File: config.mk
export PLATFORM = sky130hd
export DESIGN_NAME = display_mode_scheduler_unit_flat
export DESIGN_NICKNAME = d
export VERILOG_FILES = /design/src/hdl/dms_pkg.sv /design/src/hdl/dms_item_if.sv /design/src/hdl/dms_result_if.sv /design/src/hdl/display_mode_scheduler_unit.sv /design/src/flat_wrapper.sv
export SDC_FILE = /design/constraint.sdc
export NUM_CORES = 1
export LEC_CHECK = 0
export BUFFER_PORTS_ARGS = -buffer_cell sky130_fd_sc_hd__buf_2
export CORE_MARGIN = 1
export CORE_UTILIZATION = 50
export CTS_CLUSTER_SIZE = 14
export DETAILED_ROUTE_END_ITERATION = 10
export HOLD_SLACK_MARGIN = 0.06
export PLACE_DENSITY = 0.68
export SLEW_MARGIN = 20
export SYNTH_ARGS = -nofsm -noshare
export SYNTH_HDL_FRONTEND = slang
export SYNTH_SLANG_ARGS = --single-unit
File: constraint.sdc
create_clock -name i_clk -period 7.14 [get_ports i_clk]
set_input_delay 0.714 -clock i_clk [delete_from_list [all_inputs] [get_ports i_clk]]
set_output_delay 0.714 -clock i_clk [all_outputs]
set_load 0.01 [all_outputs]
File: src/hdl/dms_pkg.sv
// ----------------------------------------------------------------------------
// dms_pkg
// shared widths, request codes, register indexes and arithmetic constants
// for the display mode scheduler
// ----------------------------------------------------------------------------
package dms_pkg;

    localparam int MODE_W  = 3;
    localparam int REQ_W   = 2;
    localparam int FRAME_W = 32;
    localparam int HHMM_W  = 12;
    localparam int TIME_W  = 16;
    localparam int IVL_W   = 11;
    localparam int MASK_W  = 7;
    localparam int CFG_W   = 12;
    localparam int CIDX_W  = 3;

    typedef logic [MODE_W-1:0]  t_mode;
    typedef logic [REQ_W-1:0]   t_req;
    typedef logic [FRAME_W-1:0] t_frame;
    typedef logic [HHMM_W-1:0]  t_hhmm;
    typedef logic [TIME_W-1:0]  t_time;

    // request codes
    localparam t_req REQ_TICK   = 2'd0;
    localparam t_req REQ_SET    = 2'd1;
    localparam t_req REQ_CANCEL = 2'd2;

    // register indexes
    localparam logic [CIDX_W-1:0] CFG_STARTUP  = 3'd0;
    localparam logic [CIDX_W-1:0] CFG_SLEEP    = 3'd1;
    localparam logic [CIDX_W-1:0] CFG_WAKE     = 3'd2;
    localparam logic [CIDX_W-1:0] CFG_INTERVAL = 3'd3;
    localparam logic [CIDX_W-1:0] CFG_MASK     = 3'd4;

    localparam t_time NONE_TIME = 16'hFFFF;
    localparam logic [MASK_W-1:0] MASK_RESET = 7'd127;

    // reciprocal constants: x/100 = (x*5243)>>19 for x < 43699,
    // x/60 = (x*4370)>>18 for x < 2147 (all values met here)
    localparam logic [12:0] RECIP_100 = 13'd5243;
    localparam logic [12:0] RECIP_60  = 13'd4370;
    localparam int SHIFT_100 = 19;
    localparam int SHIFT_60  = 18;

endpackage

File: src/hdl/dms_item_if.sv
// ----------------------------------------------------------------------------
// dms_item_if
// request channel: valid/ready handshake with the request fields
// ----------------------------------------------------------------------------
interface dms_item_if;
    import dms_pkg::*;

    logic   valid;
    logic   ready;
    t_req   req_type;
    logic   increment_pressed;
    logic   select_pressed;
    t_frame frame_number;
    t_hhmm  wall_time;
    t_mode  new_mode;

    modport source (
        output valid, req_type, increment_pressed, select_pressed,
               frame_number, wall_time, new_mode,
        input  ready
    );
    modport sink (
        input  valid, req_type, increment_pressed, select_pressed,
               frame_number, wall_time, new_mode,
        output ready
    );
endinterface

File: src/hdl/dms_result_if.sv
// ----------------------------------------------------------------------------
// dms_result_if
// result channel: valid/ready handshake with the render fields
// ----------------------------------------------------------------------------
interface dms_result_if;
    import dms_pkg::*;

    logic   valid;
    logic   ready;
    t_mode  render_mode;
    t_frame relative_frame;
    logic   enter_set_time;

    modport source (
        output valid, render_mode, relative_frame, enter_set_time,
        input  ready
    );
    modport sink (
        input  valid, render_mode, relative_frame, enter_set_time,
        output ready
    );
endinterface

File: src/hdl/display_mode_scheduler_unit.sv
// ----------------------------------------------------------------------------
// display_mode_scheduler_unit
// per-frame display mode selector: startup load, sleep/wake edges, timed
// advance over enabled modes with decimal HHMM wrap, button handling
// ----------------------------------------------------------------------------
//
//  channel    dir  handshake            payload
//  i_item     in   valid/ready          req_type, buttons, frame, time, mode
//  o_result   out  valid/ready          render_mode, relative_frame, set-time
//  i_cfg_*    in   write enable only    register index, 12-bit data
//
//  one item at a time; a set or cancel request goes from idle straight to
//  the output step, a frame tick through the prep and auto steps, the
//  enabled-mode search when due and the next-change-time steps DIVA to
//  DIVD when needed, both divisions through one shared multiplier
//  synchronous active-low reset clears the mode state and the registers
//  the output register holds a result until taken; a stalled result holds
//  the sequencer in its output step, so no further item is taken meanwhile
//
module display_mode_scheduler_unit #(
    parameter int NUM_MODES = 7
) (
    input  logic                   i_clk,
    input  logic                   i_rst_n,
    dms_item_if.sink               i_item,
    dms_result_if.source           o_result,
    input  logic                   i_cfg_we,
    input  logic [dms_pkg::CIDX_W-1:0] i_cfg_idx,
    input  logic [dms_pkg::CFG_W-1:0]  i_cfg_data
);
    import dms_pkg::*;

    // last mode is the "off" mode
    localparam t_mode OFF_MODE = MODE_W'(NUM_MODES - 1);
    localparam logic [MODE_W:0] NUM_MODES_W = (MODE_W+1)'(NUM_MODES);

    // sequencer steps
    localparam logic [3:0] S_IDLE   = 4'd0;
    localparam logic [3:0] S_PREP   = 4'd1;  // startup load, frame zero, sleep/wake
    localparam logic [3:0] S_AUTO   = 4'd2;  // decide on timed advance
    localparam logic [3:0] S_SEARCH = 4'd3;  // one mode step a cycle
    localparam logic [3:0] S_CHK    = 4'd4;  // need a new change time?
    localparam logic [3:0] S_DIVA   = 4'd5;  // hours part of time
    localparam logic [3:0] S_DIVB   = 4'd6;  // minutes plus interval
    localparam logic [3:0] S_DIVC   = 4'd7;  // carried hours
    localparam logic [3:0] S_DIVD   = 4'd8;  // wrap and pack HHMM
    localparam logic [3:0] S_OUT    = 4'd9;  // load result, apply increment

    // configuration
    t_mode               r_startup_mode;
    t_hhmm               r_sleep_time;
    t_hhmm               r_wake_time;
    logic [IVL_W-1:0]    r_interval;
    logic [MASK_W-1:0]   r_mask;

    // scheduler state
    logic [3:0] r_state, n_state;
    t_mode      r_mode, n_mode;
    t_mode      r_wake_mode, n_wake_mode;
    logic       r_started, n_started;
    t_time      r_last_edge, n_last_edge;
    t_time      r_next_change, n_next_change;
    t_frame     r_frame_base, n_frame_base;

    // latched request and working registers
    logic       r_tick, n_tick;
    logic       r_inc, n_inc;
    logic       r_sel, n_sel;
    t_frame     r_frame, n_frame;
    t_hhmm      r_t, n_t;
    logic [MODE_W-1:0] r_cnt, n_cnt;
    logic [5:0] r_q, n_q;         // time / 100
    logic [11:0] r_min, n_min;    // time % 100 + interval
    logic [5:0] r_hq, n_hq;       // r_min / 60

    // result register
    logic       r_out_valid, n_out_valid;
    t_mode      r_out_mode, n_out_mode;
    t_frame     r_out_rel, n_out_rel;
    logic       r_out_set, n_out_set;

    // shared multiplier
    logic [11:0] mul_a;
    logic [12:0] mul_b;
    logic [24:0] mul_p;

    // helpers
    t_mode             adv_mode;
    logic [MASK_W:0]   mask_ext;
    logic [6:0]        rem_min;
    logic [5:0]        wrap_min;
    logic [6:0]        hours;
    logic [4:0]        hours_w;
    logic              accept;

    assign accept       = i_item.valid && i_item.ready;
    assign i_item.ready = (r_state == S_IDLE);

    assign o_result.valid          = r_out_valid;
    assign o_result.render_mode    = r_out_mode;
    assign o_result.relative_frame = r_out_rel;
    assign o_result.enter_set_time = r_out_set;

    assign mul_a = (r_state == S_DIVA) ? r_t : r_min;
    assign mul_b = (r_state == S_DIVA) ? RECIP_100 : RECIP_60;
    assign mul_p = 25'(mul_a) * 25'(mul_b);

    // next mode with wrap at the mode count
    assign adv_mode = (r_mode >= OFF_MODE) ? '0 : r_mode + 1'b1;
    assign mask_ext = {1'b0, r_mask};

    // HHMM packing pieces
    assign rem_min  = 7'(r_t - 12'(r_q) * 12'd100);
    assign wrap_min = 6'(r_min - 12'(r_hq) * 12'd60);
    assign hours    = 7'(r_q) + 7'(r_hq);

    always_comb begin
        if (hours >= 7'd72) begin
            hours_w = 5'(hours - 7'd72);
        end else if (hours >= 7'd48) begin
            hours_w = 5'(hours - 7'd48);
        end else if (hours >= 7'd24) begin
            hours_w = 5'(hours - 7'd24);
        end else begin
            hours_w = 5'(hours);
        end
    end

    always_comb begin
        n_state       = r_state;
        n_mode        = r_mode;
        n_wake_mode   = r_wake_mode;
        n_started     = r_started;
        n_last_edge   = r_last_edge;
        n_next_change = r_next_change;
        n_frame_base  = r_frame_base;
        n_tick        = r_tick;
        n_inc         = r_inc;
        n_sel         = r_sel;
        n_frame       = r_frame;
        n_t           = r_t;
        n_cnt         = r_cnt;
        n_q           = r_q;
        n_min         = r_min;
        n_hq          = r_hq;
        n_out_valid   = r_out_valid && !o_result.ready;
        n_out_mode    = r_out_mode;
        n_out_rel     = r_out_rel;
        n_out_set     = r_out_set;

        case (r_state)
            S_IDLE: begin
                if (accept) begin
                    n_tick  = (i_item.req_type == REQ_TICK);
                    n_inc   = i_item.increment_pressed;
                    n_sel   = i_item.select_pressed;
                    n_frame = i_item.frame_number;
                    n_t     = i_item.wall_time;
                    if (i_item.req_type == REQ_TICK) begin
                        n_state = S_PREP;
                    end else begin
                        // set and cancel act at once; unused code does nothing
                        if (i_item.req_type == REQ_SET &&
                            {1'b0, i_item.new_mode} < NUM_MODES_W) begin
                            n_mode = i_item.new_mode;
                        end
                        if (i_item.req_type == REQ_CANCEL) begin
                            n_next_change = NONE_TIME;
                        end
                        n_state = S_OUT;
                    end
                end
            end
            S_PREP: begin
                // first tick after reset loads the startup mode
                if (!r_started) begin
                    n_last_edge   = NONE_TIME;
                    n_next_change = NONE_TIME;
                    n_mode        = ({1'b0, r_startup_mode} < NUM_MODES_W)
                                    ? r_startup_mode : '0;
                    n_wake_mode   = n_mode;
                    n_started     = 1'b1;
                end
                if (r_frame == '0) begin
                    n_frame_base = '0;
                end
                // sleep/wake fire once per time value
                if (r_sleep_time != r_wake_time && n_last_edge != TIME_W'(r_t)) begin
                    if (r_t == r_sleep_time) begin
                        n_mode      = OFF_MODE;
                        n_last_edge = TIME_W'(r_t);
                    end else if (r_t == r_wake_time) begin
                        n_mode      = n_wake_mode;
                        n_last_edge = TIME_W'(r_t);
                    end
                end
                n_state = S_AUTO;
            end
            S_AUTO: begin
                if (r_interval != '0 && r_mode != OFF_MODE) begin
                    n_cnt   = '0;
                    n_state = (TIME_W'(r_t) == r_next_change) ? S_SEARCH : S_CHK;
                end else begin
                    n_state = S_OUT;
                end
            end
            S_SEARCH: begin
                // advance until an enabled mode or a full cycle
                n_mode        = adv_mode;
                n_wake_mode   = adv_mode;
                n_frame_base  = r_frame + 1'b1;
                n_next_change = NONE_TIME;
                n_cnt         = r_cnt + 1'b1;
                if (mask_ext[adv_mode] || r_cnt == MODE_W'(NUM_MODES - 1)) begin
                    n_state = S_CHK;
                end
            end
            S_CHK: begin
                n_state = (r_next_change == NONE_TIME) ? S_DIVA : S_OUT;
            end
            S_DIVA: begin
                n_q     = mul_p[SHIFT_100 +: 6];
                n_state = S_DIVB;
            end
            S_DIVB: begin
                n_min   = 12'(rem_min) + 12'(r_interval);
                n_state = S_DIVC;
            end
            S_DIVC: begin
                n_hq    = mul_p[SHIFT_60 +: 6];
                n_state = S_DIVD;
            end
            S_DIVD: begin
                n_next_change = TIME_W'(12'(hours_w) * 12'd100 + 12'(wrap_min));
                n_state       = S_OUT;
            end
            S_OUT: begin
                if (!r_out_valid || o_result.ready) begin
                    n_out_valid = 1'b1;
                    n_out_mode  = r_mode;
                    n_out_rel   = r_tick ? r_frame - r_frame_base : '0;
                    n_out_set   = r_tick && r_sel;
                    // increment button acts after the result
                    if (r_tick && r_inc) begin
                        n_mode        = adv_mode;
                        n_wake_mode   = adv_mode;
                        n_frame_base  = r_frame + 1'b1;
                        n_next_change = NONE_TIME;
                    end
                    n_state = S_IDLE;
                end
            end
            default: begin
                n_state = S_IDLE;
            end
        endcase
    end

    // control and architectural state
    always_ff @(posedge i_clk) begin
        if (!i_rst_n) begin
            r_state        <= S_IDLE;
            r_out_valid    <= 1'b0;
            r_mode         <= '0;
            r_wake_mode    <= '0;
            r_started      <= 1'b0;
            r_last_edge    <= NONE_TIME;
            r_next_change  <= NONE_TIME;
            r_frame_base   <= '0;
            r_startup_mode <= '0;
            r_sleep_time   <= '0;
            r_wake_time    <= '0;
            r_interval     <= '0;
            r_mask         <= MASK_RESET;
        end else begin
            r_state       <= n_state;
            r_out_valid   <= n_out_valid;
            r_mode        <= n_mode;
            r_wake_mode   <= n_wake_mode;
            r_started     <= n_started;
            r_last_edge   <= n_last_edge;
            r_next_change <= n_next_change;
            r_frame_base  <= n_frame_base;
            if (i_cfg_we) begin
                case (i_cfg_idx)
                    CFG_STARTUP:  r_startup_mode <= i_cfg_data[MODE_W-1:0];
                    CFG_SLEEP:    r_sleep_time   <= i_cfg_data[HHMM_W-1:0];
                    CFG_WAKE:     r_wake_time    <= i_cfg_data[HHMM_W-1:0];
                    CFG_INTERVAL: r_interval     <= i_cfg_data[IVL_W-1:0];
                    CFG_MASK:     r_mask         <= i_cfg_data[MASK_W-1:0];
                    default: ;
                endcase
            end
        end
    end

    // payload and working registers
    always_ff @(posedge i_clk) begin
        r_tick     <= n_tick;
        r_inc      <= n_inc;
        r_sel      <= n_sel;
        r_frame    <= n_frame;
        r_t        <= n_t;
        r_cnt      <= n_cnt;
        r_q        <= n_q;
        r_min      <= n_min;
        r_hq       <= n_hq;
        r_out_mode <= n_out_mode;
        r_out_rel  <= n_out_rel;
        r_out_set  <= n_out_set;
    end

endmodule

File: src/flat_wrapper.sv
// flat-port wrapper written by rule: the top's interface ports become plain ports
module display_mode_scheduler_unit_flat import dms_pkg::*;
#(
    parameter int NUM_MODES = 7
)
  (i_clk, i_rst_n, i_cfg_we, i_cfg_idx, i_cfg_data, i_item_valid, i_item_req_type, i_item_increment_pressed, i_item_select_pressed, i_item_frame_number, i_item_wall_time, i_item_new_mode, i_item_ready, o_result_valid, o_result_render_mode, o_result_relative_frame, o_result_enter_set_time, o_result_ready);
  dms_item_if i_item_i ();
  dms_result_if o_result_i ();
  input  logic i_clk;
  input  logic i_rst_n;
  input  logic i_cfg_we;
  input  logic [dms_pkg::CIDX_W-1:0] i_cfg_idx;
  input  logic [dms_pkg::CFG_W-1:0] i_cfg_data;
  input wire logic [$bits(i_item_i.valid)-1:0] i_item_valid;
  input wire logic [$bits(i_item_i.req_type)-1:0] i_item_req_type;
  input wire logic [$bits(i_item_i.increment_pressed)-1:0] i_item_increment_pressed;
  input wire logic [$bits(i_item_i.select_pressed)-1:0] i_item_select_pressed;
  input wire logic [$bits(i_item_i.frame_number)-1:0] i_item_frame_number;
  input wire logic [$bits(i_item_i.wall_time)-1:0] i_item_wall_time;
  input wire logic [$bits(i_item_i.new_mode)-1:0] i_item_new_mode;
  output wire logic [$bits(i_item_i.ready)-1:0] i_item_ready;
  output wire logic [$bits(o_result_i.valid)-1:0] o_result_valid;
  output wire logic [$bits(o_result_i.render_mode)-1:0] o_result_render_mode;
  output wire logic [$bits(o_result_i.relative_frame)-1:0] o_result_relative_frame;
  output wire logic [$bits(o_result_i.enter_set_time)-1:0] o_result_enter_set_time;
  input wire logic [$bits(o_result_i.ready)-1:0] o_result_ready;
  assign i_item_i.valid = i_item_valid;
  assign i_item_i.req_type = i_item_req_type;
  assign i_item_i.increment_pressed = i_item_increment_pressed;
  assign i_item_i.select_pressed = i_item_select_pressed;
  assign i_item_i.frame_number = i_item_frame_number;
  assign i_item_i.wall_time = i_item_wall_time;
  assign i_item_i.new_mode = i_item_new_mode;
  assign i_item_ready = i_item_i.ready;
  assign o_result_valid = o_result_i.valid;
  assign o_result_render_mode = o_result_i.render_mode;
  assign o_result_relative_frame = o_result_i.relative_frame;
  assign o_result_enter_set_time = o_result_i.enter_set_time;
  assign o_result_i.ready = o_result_ready;
  display_mode_scheduler_unit #(.NUM_MODES(NUM_MODES)) u_core (.i_clk(i_clk), .i_rst_n(i_rst_n), .i_item(i_item_i), .o_result(o_result_i), .i_cfg_we(i_cfg_we), .i_cfg_idx(i_cfg_idx), .i_cfg_data(i_cfg_data));
endmodule
# After elaboration in Yosys (flattened, before gate mapping)
# Cells that the tools add are included.
[totals] reg_bits=231 latchBits=0 mem_bits_rw=0 mem_bits_ro=0 in_bits=71 elab_cells=163 memories=0
[classes] addsub=12 mul=4 div_mod_pow=0 order_cmp=7 eq_ne=33 shifts=0 n_mux=49 bitwise=0 reduce_logical=33
[op_table] operator="two-way mux 16 bit" n=11
[op_table] operator="two-way mux 32 bit" n=3
[op_table] operator="one-hot mux 32 bit (3 select lines)" n=1
[op_table] operator="one-hot mux 16 bit (5 select lines)" n=1
[op_table] operator="two-way mux 3 bit" n=14
[op_table] operator="one-hot mux 4 bit (10 select lines)" n=1
[op_table] operator="adder 32 x 1 -> 32 bit, second input constant" n=1
[op_table] operator="zero test 32 bit" n=1
[op_table] operator="subtractor 32 bit" n=1
[op_table] operator="multiplier 12 x 13 -> 25 bit" n=1
[op_table] operator="equality test 12 bit" n=2
[op_table] operator="two-way mux 4 bit" n=6
[op_table] operator="equality test 12 x 16 -> 1 bit" n=1
[op_table] operator="equality test 16 bit, second input constant" n=1
[op_table] operator="equality test 4 x 3 -> 1 bit, second input constant" n=4
[op_table] operator="!= test 16 x 12 -> 1 bit" n=1
[op_table] operator="AND reduction 2 bit" n=8
[op_table] operator="two-way mux 5 bit" n=3
[op_table] operator="adder 12 x 6 -> 13 bit" n=1
[op_table] operator="adder 7 x 11 -> 12 bit" n=1
[op_table] operator="two-way mux 12 bit" n=1
[op_table] operator="!= test 12 bit" n=1
[op_table] operator="one-hot mux 3 bit (4 select lines)" n=1
[op_table] operator="two-way mux 11 bit" n=1
[op_table] operator="45 further kinds" n=71

# Depth between registers and ports, before layout
# Gate-level depths: netlist (run 1).
[logic_depth] ltp_word=8 ltp_mapped=25

# Least setup slack after synthesis (run 1)
# OpenSTA, ideal clock, no wires.
[synth_path] kind="reg-to-reg" start="register u_core.r_state[0]" end="register u_core.r_hq[4], data pin" t_arrival_ns=5.729 t_required_ns=6.878 path_slack_ns=1.149 path_stages_with_launch=25 n_path_buf=1 synth_period_minus_slack_ns=5.991 path_cell_list="dfxtp_1 nor2b_1 nand3b_1 inv_1 buf_1 nand2_1 nand2_1 inv_1 fa_1 fa_1 fa_1 inv_1 fa_1 inv_1 fa_1 inv_1 ha_1 a21o_1 a21oi_1 o21a_1 a31o_2 a21oi_1 o31a_1 nor2_1 xnor2_1"
[synth_between] elab_chain_len=3
[synth_lines] element="from (decl)" line="display_mode_scheduler_unit.sv:57" text="logic [3:0] r_state, n_state;"
[synth_lines] element="from (signal assigned)" line="display_mode_scheduler_unit.sv:276" text="r_state <= n_state;"
[synth_lines] element="equality test 4 x 3 -> 1 bit (*)" line="display_mode_scheduler_unit.sv:104, display_mode_scheduler_unit.sv:105"
[synth_lines] element="two-way mux 12 bit or two-way mux 11 bit (tied branches)" line="display_mode_scheduler_unit.sv:104, display_mode_scheduler_unit.sv:105"
[synth_lines] element="multiplier 12 x 13 -> 25 bit (*)" line="display_mode_scheduler_unit.sv:106" text="assign mul_p = 25'(mul_a) * 25'(mul_b);"
[synth_lines] element="net u_core.mul_p[22]" line="display_mode_scheduler_unit.sv:85" text="logic [24:0] mul_p;"
[synth_lines] element="to (signal assigned)" line="display_mode_scheduler_unit.sv:307" text="r_hq <= n_hq;"
[synth_lines] element="to (decl)" line="display_mode_scheduler_unit.sv:74" text="logic [5:0] r_hq, n_hq;"
# The timed path passes the listed nets; every way through them passes the cells marked *.
# A chain may end at the register's enable or synchronous reset.

# Worst setup path in the final report (run 1)
[layout_path] start="register u_core.r_state[0]" end="register u_core.r_q[5], data pin"
[layout_between] elab_chain_len=3
[layout_lines] element="equality test 4 x 3 -> 1 bit (*)" line="display_mode_scheduler_unit.sv:104, display_mode_scheduler_unit.sv:105"
[layout_lines] element="two-way mux 12 bit or two-way mux 11 bit (tied branches)" line="display_mode_scheduler_unit.sv:104, display_mode_scheduler_unit.sv:105"
[layout_lines] element="multiplier 12 x 13 -> 25 bit (*)" line="display_mode_scheduler_unit.sv:106"
[layout_lines] element="net u_core.mul_p[24]" line="display_mode_scheduler_unit.sv:85"
[layout_lines] element="to (signal assigned)" line="display_mode_scheduler_unit.sv:305" text="r_q <= n_q;"
[layout_lines] element="to (decl)" line="display_mode_scheduler_unit.sv:72" text="logic [5:0] r_q, n_q;"
# Marks and branches as above.

==> results of run 1 <==
placed cells by master, fill, tap and decap left out, types with 13 or more instances in the layout:
cell,count
fa_1,68
a22oi_1,17
nand2_1,203
o22a_1,14
edfxtp_1,110
xnor2_1,89
and3_1,15
ha_1,166
nand3_1,45
dfxtp_1,119
a21oi_1,126
nand2b_1,22
xor2_1,54
o21ai_0,19
buf_2,108
clkbuf_16,33
a21o_1,30
nor4_1,15
inv_1,213
nor3_1,44
nor2_1,124
nand4_1,21
o21ai_1,13
per-stage QoR:
step	cell area, µm²	utilization [%]	hold slack (ns)
floorplan	16200	-	0.433
global placement	17100	53.8	0.446
detailed placement	17100	53.8	0.456
CTS	18100	57.0	0.284
global route	18100	57.2	0.293
finish	18100	57.2	0.312
where the power goes:
| part | internal [mW] | switching (mW) |
|---|---|---|
| clock network | 0.918 | 0.578 |
| logic | 0.500 | 0.733 |
| registers | 1.56 | 0.194 |
| total | 2.98 | 1.51 |
registers in the layout, summed over array words and instances, names as in the netlist, 12 cells and up:
name	flops
u_core.r_last_edge	16
u_core.r_wake_time	12
u_core.r_frame	32
u_core.r_sleep_time	12
u_core.r_min	12
u_core.r_next_change	14
u_core.r_frame_base	32
u_core.r_t	12
u_core.o_result.relative_frame	32
routing by layer:
metal | up-vias | GRT usage (%) | routed length (µm)
met4 | 10 | 6.92 | 1110
met1 | 5915 | 29.8 | 16700
met3 | 75 | 4.47 | 2310
met5 | - | 0 | 60
li1 | 6185 | - | -
met2 | 300 | 42.5 | 19200
logic make-up after synthesis:
group                      after synthesis
and+or+nand+nor                        551
AOI/OAI and AO/OA                      311
buffers and inverters                  277
adders and majority gates              234
DFF                                    229
xor gates and xnor gates               143
muxes                                   14
other                                    2
final timing paths:
check	from	endpoint	slack, ns	cells past startpoint
max reg2reg	u_core.r_state[0]	u_core.r_q[5]	0.59	26
max	u_core.r_state[0]	u_core.r_q[5]	0.59	26
min	i_item_frame_number[2]	u_core.r_frame[2]	0.31	1
min reg2reg	u_core.r_next_change[14]	u_core.r_next_change[14]	0.47	2
layout make-up:
class | instances | area [µm²] | area share [%]
diodes | 5 | 12.5 | 0.0690
inverters | 216 | 811 | 4.47
multi-input cells | 1259 | 9470 | 52.2
clock buffers | 43 | 907 | 5.00
flip-flops and latches | 229 | 5690 | 31.3
well taps | 402 | 503 | 2.77
clock inverters | 7 | 87.6 | 0.483
repair buffers | 119 | 663 | 3.66
==> impl_metrics.csv, run 1 <==
group,metric,value,unit
placement,dp_hpwl,30.3,mm
placement,pre_cts_slack,0.564,ns
global_routing,grt_pass1_vias,12300,
clock_tree,cts_buffer_depth,3,
cells_and_area,drive_above_1_share,10.1,%
placement,place.gp.congestion,0.892,
global_routing,grt_first_pass_wirelength,63.0,mm
synthesis,synthFlopType,"dfxtp_1",
route,drt_wl_total,39.4,mm
worst_setup_path,arrival,6.86,ns
clock_tree,cts_sinks,229,
power_and_ir_drop,p_leak,7.89,nW
worst_setup_path,critPathLaunchType,"flop",
synthesis,synth_commonest_cells,"inv_1, nand2_1, ha_1",
floorplan,die_x,182,µm
clock_tree,insertion_delay,0.57,ns
floorplan,core.rowCount,65,
floorplan,die_height,182,µm
route,ant_nets,0,
synthesis,yosysMostFrequentCell,"inv_1",
placement,port-buffer-count,108,
cells_and_area,final_cell_count_no_fill,2280,
worst_setup_path,crit_fanout,13,
worst_setup_path,endpoint_kind,"flop",
cells_and_area,final_nets,2157,
timing,layout_setup_ws,0.587,ns
synthesis,synth_area_per_cell,9.19,µm²
global_routing,grt_overflow,0,
synthesis,synth_fa_ha_area_share,21.2,%
timing,rsz0062_at_grt,"no",
route,first_iter_violations,654,
min_path,hold_class,"in2reg",
timing,worst_slew_margin_rel,35.2,%
global_routing,antenna_found_initial,9,
synthesis,netlist.area_leader.share,20.4,%
timing,fin_tns_setup,0,ns
synthesis,syn_area,16200,µm²
route,vias,12500,
timing,fmax,153,MHz
synthesis,syn_inst,1761,
clock_tree,cts_resized,0,
outcome,status,"completed",
timing,setup_viol,0,
worst_setup_path,cp_num_buf_inv,8,
worst_setup_path,critical_path.max_stage_delay,0.54,ns
clock_tree,cts_inserted_buffers,27,
synthesis,synthMuxAreaShare,0.905,%
worst_setup_path,critPathTopFamily,"adder cells",
run,cap_violations,0,
timing,finalMaxSlewViolations,0,
synthesis,synth.area.top_cells,"edfxtp_1, dfxtp_1, ha_1",
power_and_ir_drop,vdd_drop_max,0.000223,V
timing,fin_crit_sh,91.8,%
clock_tree,cts_tree,"built",
clock_tree,ctsRootBufferMaster,"clkbuf_16",
clock_tree,clk_pin_slew_worst_paths,0.06,ns
synthesis,yosysSeqAreaShare,35.1,%
worst_setup_path,slowest_stage,"dfxtp_1",
route,first_pass_iters,5,
clock_tree,htree_levels,1,
synthesis,yosysWarnings,0,
worst_setup_path,required,7.45,ns
clock_tree,cts_setup_buffers,0,
synthesis,synth_top_family_by_area,"adder cells",
timing,hold_viol_final,0,
placement,dp_cells,2223,
worst_setup_path,cpMostUsedCell,"inv_1",
synthesis,synth-edff-count,110,
route,drc_errors,0,
clock_tree,cts_hold_buf,0,
route,viasPerCell,5.48,
timing,fin_crit,6.55,ns
floorplan,dieArea,33100,µm²
synthesis,async_flop_share,0,%
global_routing,track_usage,24.0,%
synthesis,synthSimpleGateAreaFrac,16.0,%
power_and_ir_drop,power,4.48,mW
synthesis,ys_seq_elements,229,
floorplan,initial_core_util,51.0,%
timing,tightest_slew,0.969,ns
global_routing,grt_max_degree,79,
power_and_ir_drop,power_density,247,nW/µm²
route,avgRoutedWirePerCell,17.3,µm
cells_and_area,area_growth,12.1,%
worst_setup_path,critPathKind,"reg2reg",
synthesis,synth.largest_area_cell,"edfxtp_1",
cells_and_area,fillers,2812,
timing,skew,0.0248,ns
floorplan,core_area,31700,µm²
floorplan,io_pins,109,
synthesis,synth.distinct_cells,79,
synthesis,synth-xor-area-share,7.74,%
synthesis,synth-compound-area-share,12.4,%
(Power assumes the default switching activity.)
==> inputs of run 2 (changes only) <==
--- a/config.mk
+++ b/config.mk
@@ -6,12 +6,15 @@
 export NUM_CORES = 1
 export LEC_CHECK = 0
 export BUFFER_PORTS_ARGS = -buffer_cell sky130_fd_sc_hd__buf_2
+export CELL_PAD_IN_SITES_DETAIL_PLACEMENT = 1
+export CELL_PAD_IN_SITES_GLOBAL_PLACEMENT = 1
 export CORE_MARGIN = 1
-export CORE_UTILIZATION = 50
+export CORE_UTILIZATION = 48
 export CTS_CLUSTER_SIZE = 14
 export DETAILED_ROUTE_END_ITERATION = 10
 export HOLD_SLACK_MARGIN = 0.06
-export PLACE_DENSITY = 0.68
+export PLACE_DENSITY_LB_ADDON = 0.1
+export SETUP_SLACK_MARGIN = 0.4
 export SLEW_MARGIN = 20
 export SYNTH_ARGS = -nofsm -noshare
 export SYNTH_HDL_FRONTEND = slang
==> run 2 against run 1 <==
  * Via count increased by 1.7%
  * Combinational power about the same
  * Clock skew rose by 0.020 ns
  * Global-route usage is 2.1 points higher
  * Utilization fell by 2.1 points
  * Non-clock buffer count increased by 7
  * Sequential power about the same
  * Wire length up 12%
  * Clock power shrank 7%
  * Hold slack got worse by 0.015 ns
  * Register-to-register slack improved by 0.15 ns
  * Highest routed layer unchanged
==> impl_metrics.csv, run 2 (synthesized netlist as in run 1, its figures left out) <==
group,metric,value,unit
outcome,status,"completed",
global_routing,antenna_found_initial,3,
timing,fmax,156,MHz
min_path,hold_class,"in2reg",
timing,setup_viol,0,
timing,fin_crit,6.41,ns
route,vias,12700,
clock_tree,clk_pin_slew_worst_paths,0.06,ns
cells_and_area,utilization,55.1,%
floorplan,die_x,186,µm
power_and_ir_drop,power_density,243,nW/µm²
placement,dp_hpwl,34.3,mm
worst_setup_path,endpoint_kind,"flop",
global_routing,grt_max_degree,80,
clock_tree,ctsRootBufferMaster,"clkbuf_16",
timing,tightest_slew,1.13,ns
clock_tree,cts_inserted_buffers,28,
timing,finalMaxSlewViolations,0,
global_routing,track_usage,26.1,%
worst_setup_path,critPathLaunchType,"flop",
worst_setup_path,critPathKind,"reg2reg",
clock_tree,cts_buffer_depth,3,
cells_and_area,final_nets,2165,
route,avgRoutedWirePerCell,19.0,µm
floorplan,io_pins,109,
power_and_ir_drop,vdd_drop_max,0.000220,V
timing,fin_crit_sh,89.7,%
worst_setup_path,required,7.41,ns
timing,worst_slew_margin_rel,24.5,%
clock_tree,cts_sinks,229,
timing,fin_tns_setup,0,ns
route,drc_errors,0,
worst_setup_path,arrival,6.68,ns
global_routing,grt_pass1_vias,13600,
floorplan,core.rowCount,66,
power_and_ir_drop,p_sw,1.53,mW
clock_tree,insertion_delay,0.59,ns
power_and_ir_drop,power,4.39,mW
floorplan,initial_core_util,49.2,%
worst_setup_path,crit_fanout,16,
route,first_pass_iters,7,
cells_and_area,drive_above_1_share,10.4,%
placement,place.gp.congestion,0.919,
power_and_ir_drop,internal_power,2.87,mW
power_and_ir_drop,p_sw_share,34.8,%
floorplan,dieArea,34500,µm²
route,ant_nets,0,
clock_tree,cts_tree,"built",
floorplan,core_area,32900,µm²
cells_and_area,area_growth,11.9,%
global_routing,grt_overflow,0,
clock_tree,htree_levels,1,
route,viasPerCell,5.46,
global_routing,grt_first_pass_wirelength,70.0,mm
cells_and_area,layout_commonest_cell,"inv_1",
placement,port-buffer-count,108,
timing,skew,0.0451,ns
timing,hold_viol_final,0,
route,first_iter_violations,486,
floorplan,die_height,186,µm
power_and_ir_drop,p_leak,7.86,nW
timing,rsz0062_at_grt,"no",
power_and_ir_drop,clkPwrFrac,31.5,%
cells_and_area,final_cell_mix,"inv_1, nand2_1, ha_1",
power_and_ir_drop,pwr-share-comb,28.8,%
run,cap_violations,0,
power_and_ir_drop,p_seq_share,39.7,%
route,drt_wl_total,44.1,mm
## run 2: repair_timing
item	in CTS	in global routing
endpoints found under the setup margin	0	9
hold buffers	0	0
setup buffers	0	4
endpoints found under the hold margin	0	0
resized for setup	0	5
## run 2: per-layer routing
layer | GRT usage, % | wire length, µm | vias to the layer above | share of wire [%]
met5 | 0 | 26 | - | 0.059
met3 | 3.50 | 1340 | 92 | 3.0
met4 | 9.28 | 1670 | 4 | 3.8
met2 | 49.1 | 22600 | 208 | 51
met1 | 30.0 | 18500 | 6202 | 42
li1 | - | - | 6189 | -
## run 2: path summary, 6_finish.rpt
check / start / endpoint / slack [ns] / cells past startpoint
max: u_core.r_state[0] / u_core.r_q[1] / 0.73 / 19
min: i_item_frame_number[17] / u_core.r_frame[17] / 0.30 / 1
max reg2reg: u_core.r_state[0] / u_core.r_q[1] / 0.73 / 19
min reg2reg: u_core.r_mask[6] / u_core.r_mask[6] / 0.47 / 2
## run 2: cell type report
type,instances,area [µm²]
Fill cell,3883,14800
Clock inverter,6,62.6
Multi-Input combinational cell,1259,9470
Timing Repair Buffer,126,676
Tap cell,442,553
Sequential cell,229,5690
Inverter,216,815
Clock buffer,45,845
Antenna cell,1,2.50
## run 2: critical path: stages, from the launching register on
cell	delay, ns
dfxtp_2	0.44
nor2b_1	0.30
nand3b_1	0.25
buf_4	0.26
and2_1	0.19
or2_2	0.32
inv_1	0.10
fa_1	0.42
fa_1	0.52
fa_1	0.52
fa_1	0.53
fa_1	0.55
inv_1	0.04
ha_1	0.27
o2111a_1	0.28
a221oi_1	0.36
nand2_1	0.14
a21o_1	0.23
a211oi_1	0.29
nor3_1	0.12
## run 2: stage by stage
stage / setup slack (ns) / instance area [µm²] / hold slack (ns) / instances
2_1_floorplan: 1.15 / 16200 / 0.433 / 1765
3_3_place_gp: 0.737 / 17200 / 0.453 / 2268
3_5_place_dp: 0.509 / 17200 / 0.466 / 2268
4_1_cts: 0.488 / 18100 / 0.266 / 2319
5_1_grt: 0.386 / 18100 / 0.274 / 2323
6_report: 0.734 / 18100 / 0.297 / 2324
## run 2: power groups by stage
stage | clock (mW) | sequential, mW | combinational [mW]
finish | 1.39 | 1.74 | 1.26
global route | 1.46 | 1.76 | 1.42
CTS | 1.42 | 1.74 | 1.27
detailed placement | 0 | 1.77 | 1.26
global placement | 0 | 1.76 | 1.22
floorplan | 0 | 1.68 | 0.952
==> inputs of run 3 (changes only) <==
--- a/config.mk
+++ b/config.mk
@@ -14,6 +14,7 @@
 export DETAILED_ROUTE_END_ITERATION = 10
 export HOLD_SLACK_MARGIN = 0.06
 export PLACE_DENSITY_LB_ADDON = 0.1
+export RECOVER_POWER = 50
 export SETUP_SLACK_MARGIN = 0.4
 export SLEW_MARGIN = 20
 export SYNTH_ARGS = -nofsm -noshare
==> run 3 against run 2 <==
  * The run now ends with max-capacitance violations, max-slew violations left
  * First-iteration DRC count down 6.0%
  * Setup slack got worse by 0.078 ns
  * Register-to-register slack got worse by 0.08 ns
  * Sequential power barely moved
  * Wire length about the same
  * Clock-buffer cell count did not move
  * Final cell count stayed put
  * Global-route usage unchanged
  * Utilization decreased by 0.25 points
  * Combinational power is essentially flat
  * Power decreased by 0.18%
  * Largest power group unchanged
==> impl_metrics.csv, run 3 (synthesized netlist as in run 1, its figures left out) <==
group,metric,value,unit
power_and_ir_drop,internal_power,2.86,mW
worst_setup_path,critPathLaunchType,"flop",
floorplan,initial_core_util,49.2,%
floorplan,dieArea,34500,µm²
route,dr_wl_met2,22.5,mm
clock_tree,clk_pin_slew_worst_paths,0.06,ns
route,wl_met3,1.32,mm
timing,rsz0062_at_grt,"no",
global_routing,grt_max_degree,80,
power_and_ir_drop,power_density,243,nW/µm²
timing,skew,0.0472,ns
worst_setup_path,cp-startpoint,"u_core.r_state[0]",
worst_setup_path,arrival,6.77,ns
route,first_pass_iters,6,
clock_tree,htree_levels,1,
run,cap_violations,1,
cells_and_area,final_cell_mix,"inv_1, nand2_1, ha_1",
power_and_ir_drop,clkPwrFrac,31.6,%
timing,finalMaxSlewViolations,80,
global_routing,antenna_found_initial,3,
route,highest_layer,"met5",
clock_tree,cts_sinks,229,
cells_and_area,final_nets,2165,
timing,tightest_slew,3.82,ns
route,avgRoutedWirePerCell,19.0,µm
outcome,status,"complete, but fails checks",
timing,fmax,154,MHz
timing,fin_crit,6.48,ns
floorplan,io_pins,109,
worst_setup_path,endpoint_kind,"flop",
floorplan,core.rowCount,66,
worst_setup_path,rrSetupSlack,0.66,ns
cells_and_area,area_growth,11.4,%
worst_setup_path,timing.rr.end,"u_core.r_q[5]",
global_routing,grt_overflow,0,
route,first_iter_violations,457,
min_path,hold_class,"in2reg",
placement,dp_hpwl,34.3,mm
clock_tree,cts_buffer_depth,3,
power_and_ir_drop,p_leak,7.70,nW
worst_setup_path,critPathKind,"reg2reg",
timing,fin_crit_sh,90.8,%
clock_tree,insertion_delay,0.59,ns
worst_setup_path,ff2ff_path_depth,23,
timing,fin_tns_setup,0,ns
clock_tree,cts_tree,"built",
clock_tree,ctsRootBufferMaster,"clkbuf_16",
power_and_ir_drop,vdd_drop_max,0.000230,V
route,ant_nets,0,
worst_setup_path,critPathCapture,"u_core.r_q[5]",
placement,place.gp.congestion,0.919,
floorplan,die_height,186,µm
power_and_ir_drop,p_seq_share,39.8,%
placement,port-buffer-count,108,
worst_setup_path,r2r_start,"u_core.r_state[0]",
route,vias,12700,
global_routing,grt_first_pass_wirelength,70.0,mm
clock_tree,cts_inserted_buffers,28,
timing,worst_slew_margin_rel,-155,%
worst_setup_path,required,7.43,ns
global_routing,grt_pass1_vias,13600,
route,drc_errors,0,
timing,hold_viol_final,0,
global_routing,track_usage,26.1,%
timing,setup_viol,0,
route,viasPerCell,5.45,
cells_and_area,layout_commonest_cell,"inv_1",
power_and_ir_drop,pwr-share-comb,28.6,%
power_and_ir_drop,p_sw_share,34.8,%
worst_setup_path,crit_fanout,13,
power_and_ir_drop,p_sw,1.53,mW
route,drt_wl_total,44.1,mm
floorplan,core_area,32900,µm²
route,routedLengthMet1,18.5,mm
cells_and_area,drive_above_1_share,7.60,%
floorplan,die_x,186,µm
timing,timing.hold.ws,0.297,ns
clock_tree,cts_hold_buf,0,
outcome,violations,"max-capacitance violations, max-slew violations",
[run 3: per-stage QoR]
step	std cells	setup WS (ns)	cell area, µm²	util [%]	power, mW
2_1_floorplan	1765	1.15	16200	-	2.63
3_3_place_gp	2268	0.737	17200	52.2	2.98
3_5_place_dp	2268	0.509	17200	52.2	3.03
4_1_cts	2319	0.488	18100	55.0	4.43
5_1_grt	2323	0.280	18000	54.9	4.63
6_report	2324	0.656	18000	54.9	4.38
[run 3: worst min path at each step]
stage | depth (start not counted) | end | start
after floorplan | 2 | u_core.r_mask[6] | u_core.r_mask[6]
after global placement | 2 | u_core.r_next_change[14] | u_core.r_next_change[14]
after detailed placement | 2 | u_core.r_mask[6] | u_core.r_mask[6]
after CTS | 1 | u_core.r_frame[3] | i_item_frame_number[3]
after global routing | 1 | u_core.r_frame[3] | i_item_frame_number[3]
final | 1 | u_core.r_frame[29] | i_item_frame_number[29]
[run 3: timing repair]
item	4_1_cts	5_1_grt
buffers inserted	0	4
gates resized for setup	0	5
endpoints found under the hold margin	0	0
setup endpoints to repair	0	9
[run 3: final cells by class]
cell class | count | area (µm²)
multi-input combinational | 1259 | 9460
clock inverter | 6 | 62.6
fill | 3911 | 14800
clock buffer | 45 | 845
timing repair buffer | 126 | 606
sequential | 229 | 5690
antenna | 1 | 2.50
inverter | 216 | 812
tap | 442 | 553
[run 3: metal layers]
layer,global-route usage [%],up-vias
li1,-,6196
met3,3.50,91
met5,0,-
met1,30.0,6180
met4,9.28,4
met2,49.1,194
[run 3: power groups by stage]
stage                     combinational (mW)  clock, mW  sequential [mW]
final                                   1.25       1.39             1.74
after global routing                    1.41       1.46             1.76
after CTS                               1.27       1.42             1.74
after detailed placement                1.26          0             1.77
after global placement                  1.22          0             1.76
after floorplan                        0.952          0             1.68
[run 3: worst max-delay path, cell delays in order, from the launching register on]
cell	delay [ns]
dfxtp_1	0.54
nor2b_1	0.30
nand3b_1	0.21
clkinvlp_2	0.21
clkbuf_1	0.18
nand2_1	0.16
inv_1	0.18
fa_1	0.47
fa_1	0.55
inv_1	0.06
fa_1	0.53
inv_1	0.05
fa_1	0.52
inv_1	0.05
fa_1	0.52
inv_1	0.04
ha_1	0.27
o2111a_1	0.23
nand2_1	0.09
a31o_2	0.25
a21oi_1	0.36
nor3_2	0.11
o21bai_1	0.22
xnor2_1	0.11
